$ cat src/rtl/segment_point_distance_sq_defines.svh
// ----------------------------------------------------------------------------
// Assertion macros for the segment distance block
// Shared concurrent check forms, clocked on clk_i, off while reset is low.
// ----------------------------------------------------------------------------
`ifndef SEGMENT_POINT_DISTANCE_SQ_DEFINES_SVH
`define SEGMENT_POINT_DISTANCE_SQ_DEFINES_SVH

// Same-cycle or fixed-delay implication, property written out by the caller
`define SPD_ASSERT(label, prop, msg) \
  label: assert property (@(posedge clk_i) disable iff (!rst_ni) prop) else $error(msg);

// Next-cycle implication
`define SPD_ASSERT_NEXT(label, ante, cons, msg) \
  label: assert property (@(posedge clk_i) disable iff (!rst_ni) (ante) |=> (cons)) \
    else $error(msg);

`endif

$ cat src/rtl/spd_pkg.sv
// ----------------------------------------------------------------------------
// spd_pkg
// Types and constants shared by the segment distance pipeline.
// ----------------------------------------------------------------------------
`default_nettype none

package spd_pkg;

  // field widths fixed by the interface
  localparam int unsigned FIELD_W = 12;
  localparam int unsigned IDX_W   = 3;
  localparam int unsigned DIST_W  = 26;
  localparam int unsigned NUM_REGS = 6;

  // configuration register indexes
  typedef enum logic [IDX_W-1:0] {
    REG_START_X = 3'd0,
    REG_START_Y = 3'd1,
    REG_START_Z = 3'd2,
    REG_END_X   = 3'd3,
    REG_END_Y   = 3'd4,
    REG_END_Z   = 3'd5
  } cfg_reg_e;

  // control bits that travel with each request through the pipe
  typedef struct packed {
    logic valid;
    logic interior;
  } spd_ctrl_t;

endpackage

`default_nettype wire

$ cat src/rtl/spd_div.sv
// ----------------------------------------------------------------------------
// spd_div
// Pipelined restoring divider, one quotient bit per stage. The dividend is
// 2W bits and its quotient by the W-bit divisor is known to fit in W bits.
// ----------------------------------------------------------------------------
`default_nettype none

module spd_div
  import spd_pkg::*;
#(
  parameter int unsigned W = 26
) (
  input  wire logic           clk_i,
  input  wire logic           rst_ni,
  input  wire spd_ctrl_t      ctrl_i,
  input  wire logic [2*W-1:0] num_i,
  input  wire logic [W-1:0]   den_i,
  input  wire logic [W-1:0]   alt_i,
  output spd_ctrl_t           ctrl_o,
  output logic [W-1:0]        quot_o,
  output logic [W-1:0]        alt_o
);

  spd_ctrl_t        ctrl_q [W];
  logic [W-1:0]     rem_q  [W];
  logic [W-1:0]     lo_q   [W];
  logic [W-1:0]     den_q  [W];
  logic [W-1:0]     alt_q  [W];

  for (genvar k = 0; k < W; k++) begin : g_stage
    spd_ctrl_t    ctrl_in;
    logic [W-1:0] rem_in, lo_in, den_in, alt_in;
    logic [W:0]   trial, diff;
    logic         ge;
    logic [W-1:0] rem_d, lo_d;

    // stage input: ports for the first stage, previous stage otherwise
    if (k == 0) begin : g_first
      assign ctrl_in = ctrl_i;
      assign rem_in  = num_i[2*W-1:W];
      assign lo_in   = num_i[W-1:0];
      assign den_in  = den_i;
      assign alt_in  = alt_i;
    end else begin : g_next
      assign ctrl_in = ctrl_q[k-1];
      assign rem_in  = rem_q[k-1];
      assign lo_in   = lo_q[k-1];
      assign den_in  = den_q[k-1];
      assign alt_in  = alt_q[k-1];
    end

    // one trial subtraction; quotient bit shifts in as dividend bit leaves
    always_comb begin
      trial = {rem_in, lo_in[W-1]};
      diff  = trial - {1'b0, den_in};
      ge    = (trial >= {1'b0, den_in});
      rem_d = ge ? diff[W-1:0] : trial[W-1:0];
      lo_d  = {lo_in[W-2:0], ge};
    end

    always_ff @(posedge clk_i or negedge rst_ni) begin
      if (!rst_ni) begin
        ctrl_q[k] <= '0;
      end else begin
        ctrl_q[k] <= ctrl_in;
      end
    end

    always_ff @(posedge clk_i) begin
      rem_q[k] <= rem_d;
      lo_q[k]  <= lo_d;
      den_q[k] <= den_in;
      alt_q[k] <= alt_in;
    end
  end

  assign ctrl_o = ctrl_q[W-1];
  assign quot_o = lo_q[W-1];
  assign alt_o  = alt_q[W-1];

endmodule

`default_nettype wire

$ cat config.mk
export PLATFORM = sky130hd
export DESIGN_NAME = spd_div
export DESIGN_NICKNAME = d
export VERILOG_FILES = /design/src/rtl/segment_point_distance_sq_defines.svh /design/src/rtl/spd_pkg.sv /design/src/rtl/spd_div.sv
export SDC_FILE = /design/constraint.sdc
export NUM_CORES = 2
export LEC_CHECK = 0
export BUFFER_PORTS_ARGS = -buffer_cell sky130_fd_sc_hd__buf_2
export CAP_MARGIN = 25
export CORE_UTILIZATION = 62
export DETAILED_ROUTE_END_ITERATION = 10
export PLACE_DENSITY = 0.78
export SETUP_SLACK_MARGIN = 0.5
export SLEW_MARGIN = 20
export SYNTH_ARGS = -nofsm -noshare
export SYNTH_HDL_FRONTEND = slang
export SYNTH_SLANG_ARGS = --single-unit
$ cat constraint.sdc
create_clock -name clk_i -period 3.4 [get_ports clk_i]
set_input_delay 0.17 -clock clk_i [delete_from_list [all_inputs] [get_ports clk_i]]
set_output_delay 0.17 -clock clk_i [all_outputs]
set_load 0.05 [all_outputs]
==> summary.txt <==
Post-route setup slack = 0.3171 ns
Power Density = 1140 nW/um2
Placed Area = 101700 um2
Reg2Reg Launch Point = rem_q[0][159]
Post-Syn Nets = 9813
Share of cells above drive strength 1 = 23.35%
Logic pwr share = 45.7%
Total power = 138.3 mW
Worst reg2reg path depth = 12
Crit-path leading delay family = compound AO/OA/AOI/OAI gates
Core Area = 156400 um2
Worst Setup SP = rem_q[0][159]
# IOs = 162
Starting Density = 62.54%
Via/cell ratio = 5.665
H-tree levels = 5
CP max-delay cell = a311o_2
Final min period = 3.083 ns
Maxcap violations = 0
DIE AREA = 159300 um2
Synth-to-layout area growth = 24.08%
Clock Latency Late Sink = 0.91 ns
Critical Path End Type = flop
WP depth = 12
Yosys warns = 0
Max rail drop VDD = 0.0007425 V
Worst path most repeated cell = a21o_1
Critical R2R Capture = rem_q[0][184]
Largest net degree at the start of global routing = 48
Top_reg_cell synth = dfxtp_1
Yosys cell types = 104
Routed len/inst = 20.35 um
Finish-stage setup viols = 0
Clk pin slew, worst setup/hold paths = 0.06 ns
Yosys reg bits = 2704
Sequential power share = 31.9%
Switching pwr = 49.09 mW
Int Pwr = 89.20 mW
Average cell area after synthesis = 10.86 um2
Post-DP HPWL = 158.3 mm
Net Sw Frac = 35.50%
Cell Area, Synth = 97810 um2
Detailed Routing Iterations Pass 1 = 6
Post-synthesis sequential area ratio = 55.61%
Total track usage = 28.76%
Leakage = 54.59 nW
Final hold vios = 0
Clk sinks = 2704
Synth Instances = 9004
Fin crit share = 90.67%
Final Slew Violations = 0
Worst hold path class = in -> reg
Required time worst endpoint = 4.19 ns
Clk_skew = 0.06899 ns
DR iter-0 viols = 4914
Routability congestion estimate = 0.9824
FILL cells = 9621
Status = complete, no violations
Antenna Nets Post-Route = 0
Worst path max stage delay = 0.44 ns
Via Count = 69090
First-pass GRT wire length = 364.2 mm
CP max FO = 7
CTS Buf Count = 281
Setup Crit Path Kind = reg -> reg
Worst path bufs/invs = 2
Row count = 145
CTS tree = yes
Die X-Extent = 399.2 um
Startpoint class of the critical path = flop
Final net count = 10750
Clk pwr share = 22.4%
Critical-path cell list = ha_4 -> a21o_1 -> nand2_1 -> a21o_1 -> a21oi_2 -> o211ai_1 -> a31oi_1 -> a311o_2 -> buf_6 -> a21oi_4 -> buf_8 -> mux2_4
EDFF count, synth = 0
Crit path to = rem_q[0][184]
CTS max path bufs = 4
Root buf cell = clkbuf_16
Slew @ Worst Pin = 0.7480 ns
Die Ht = 399.2 um
GRT overflow = 0
Fmax = 324.4 MHz
Vias in the first global route = 68110
RSZ-0062 raised after global routing = true
Ys async rst share = 1.923%
Antenna violations before repair = 8
Worst slack at placement = -0.1483 ns
Drt total wl = 248.2 mm
Relative slew slack = 50.13%
Remaining DRCs = 0
Reg-to-reg setup timing slack = 0.32 ns
Fin area = 121400 um2
Arr. time, crit path = 3.87 ns
IO buf count = 161
cells by family after synthesis:
family	synth area share [%]
adder cells (fa/ha/maj)	9.159
flip-flops	55.61
AND/OR/NAND/NOR	7.367
XOR/XNOR	4.907
multiplexers	5.437
buffers and inverters	4.344
AO/OA/AOI/OAI	13.17
sequential cells by signal, indices dropped and copies added (netlist names):
name / count
alt_q: 676
lo_q: 676
den_q: 650
rem_q: 650
ctrl_q: 50
ctrl_o: 2
worst min-delay path by stage:
| stage | from | endpoint | cells past startpoint |
|---|---|---|---|
| after detailed placement | rst_ni | ctrl_o[1] | 1 |
| after floorplan | rst_ni | ctrl_o[0] | 0 |
| after global routing | num_i[44] | rem_q[0][19] | 3 |
| after CTS | num_i[44] | rem_q[0][19] | 3 |
| final | num_i[44] | rem_q[0][19] | 3 |
| after global placement | rst_ni | ctrl_q[2] | 1 |
cell usage after synthesis (all sizes together), types with 13 or more instances:
cell type | count | area, um2
a2111oi | 23 | 235.2
a211o | 16 | 140.1
a211oi | 56 | 460.5
a21boi | 20 | 150.1
a21o | 323 | 2426
a21oi | 643 | 3241
a221oi | 18 | 163.9
a311oi | 17 | 155.1
a31o | 19 | 166.4
a31oi | 72 | 490.5
a41oi | 13 | 121.4
and2 | 33 | 206.5
and3 | 51 | 320.3
buf | 76 | 528.0
clkbuf | 134 | 504.2
dfrtp | 52 | 1301
dfxtp | 2652 | 53090
fa | 25 | 500.5
ha | 676 | 8458
inv | 857 | 3217
mux2 | 438 | 5067
mux2i | 25 | 250.2
nand2 | 448 | 1682
nand2b | 46 | 287.8
nand3 | 148 | 745.7
nand4 | 95 | 594.3
nor2 | 387 | 1455
nor2b | 88 | 550.5
nor3 | 84 | 420.4
nor4 | 39 | 244.0
o211ai | 30 | 225.2
o21a | 69 | 518.0
o21ai | 422 | 2120
o21bai | 102 | 765.7
o311ai | 14 | 130.1
o31ai | 44 | 367.9
or2 | 20 | 125.1
or3 | 28 | 175.2
xnor2 | 345 | 3022
xor2 | 203 | 1778
power by group through the flow:
stage | logic [mW] | clock network [mW] | registers (mW)
after global routing | 67.7 | 32.8 | 44.6
after detailed placement | 48.8 | 0 | 44.1
after global placement | 48.0 | 0 | 43.9
after CTS | 55.0 | 31.3 | 43.7
final | 63.2 | 30.9 | 44.1
after floorplan | 37.6 | 0 | 42.4
cell usage in the layout (no fill, tap or decap), drive strengths merged, types with 20 or more instances in the layout:
master | netlist | routed
fa | 25 | 25
a21oi | 643 | 644
and2 | 33 | 33
or2 | 20 | 20
bufinv | 0 | 25
o211ai | 30 | 30
a21o | 323 | 323
nor4 | 39 | 39
ha | 676 | 676
o21bai | 102 | 102
xor2 | 203 | 203
nand2 | 448 | 448
inv | 857 | 863
clkinv | 0 | 53
clkbuf | 134 | 393
a21boi | 20 | 20
dfxtp | 2652 | 2652
o21ai | 422 | 422
a211oi | 56 | 56
xnor2 | 345 | 345
or3 | 28 | 28
o31ai | 44 | 44
o21a | 69 | 69
a31oi | 72 | 72
and3 | 51 | 51
nand4 | 95 | 95
nand3 | 148 | 148
a2111oi | 23 | 23
buf | 76 | 651
nand2b | 46 | 46
mux2 | 438 | 438
dfrtp | 52 | 52
nor2 | 387 | 387
nor3 | 84 | 84
nor2b | 88 | 88
mux2i | 25 | 25
dlygate4sd3 | 0 | 187
repair_timing:
action	4_1_cts	5_1_grt
resized for setup	500	685
endpoints found under the hold margin	158	0
cloned	25	21
setup endpoints to repair	589	632
hold buffers	187	0
pin swaps	160	298
buffers inserted	149	164
per-layer routing:
layer | GRT usage (%) | part of all wire (%) | wire length [um]
met1 | 34.64 | 40 | 99440
met2 | 50.70 | 50 | 124000
met3 | 4.146 | 5.3 | 13260
met4 | 12.92 | 4.6 | 11530
met5 | 0 | 0.014 | 34
stage by stage:
step,instances,TNS (ns),util [%],hold slack [ns]
2_1_floorplan,9004,0,-,-0.1256
3_3_place_gp,11170,-0.6615,65.01,-0.009533
3_5_place_dp,11170,-5.880,65.01,-0.006901
4_1_cts,12010,0,74.67,0.02570
5_1_grt,12200,0,77.60,0.05881
6_report,12200,0,77.60,0.07657
worst min-delay path, delay by kind of cell:
kind,cells,cell delay [ns]
buffers and inverters,2,0.63
muxes,1,0.13
cell type report:
class,count,area (um2),area share (%)
Sequential cell,2704,54570,44.97
Multi-Input combinational cell,5238,43730,36.03
Clock buffer,376,8122,6.692
Timing Repair Buffer,861,7871,6.486
Inverter,857,3222,2.655
Tap cell,2058,2575,2.122
Clock inverter,101,1261,1.039
Antenna cell,2,5.005,0.004124
No activity file was read; power rests on OpenSTA's default activity.
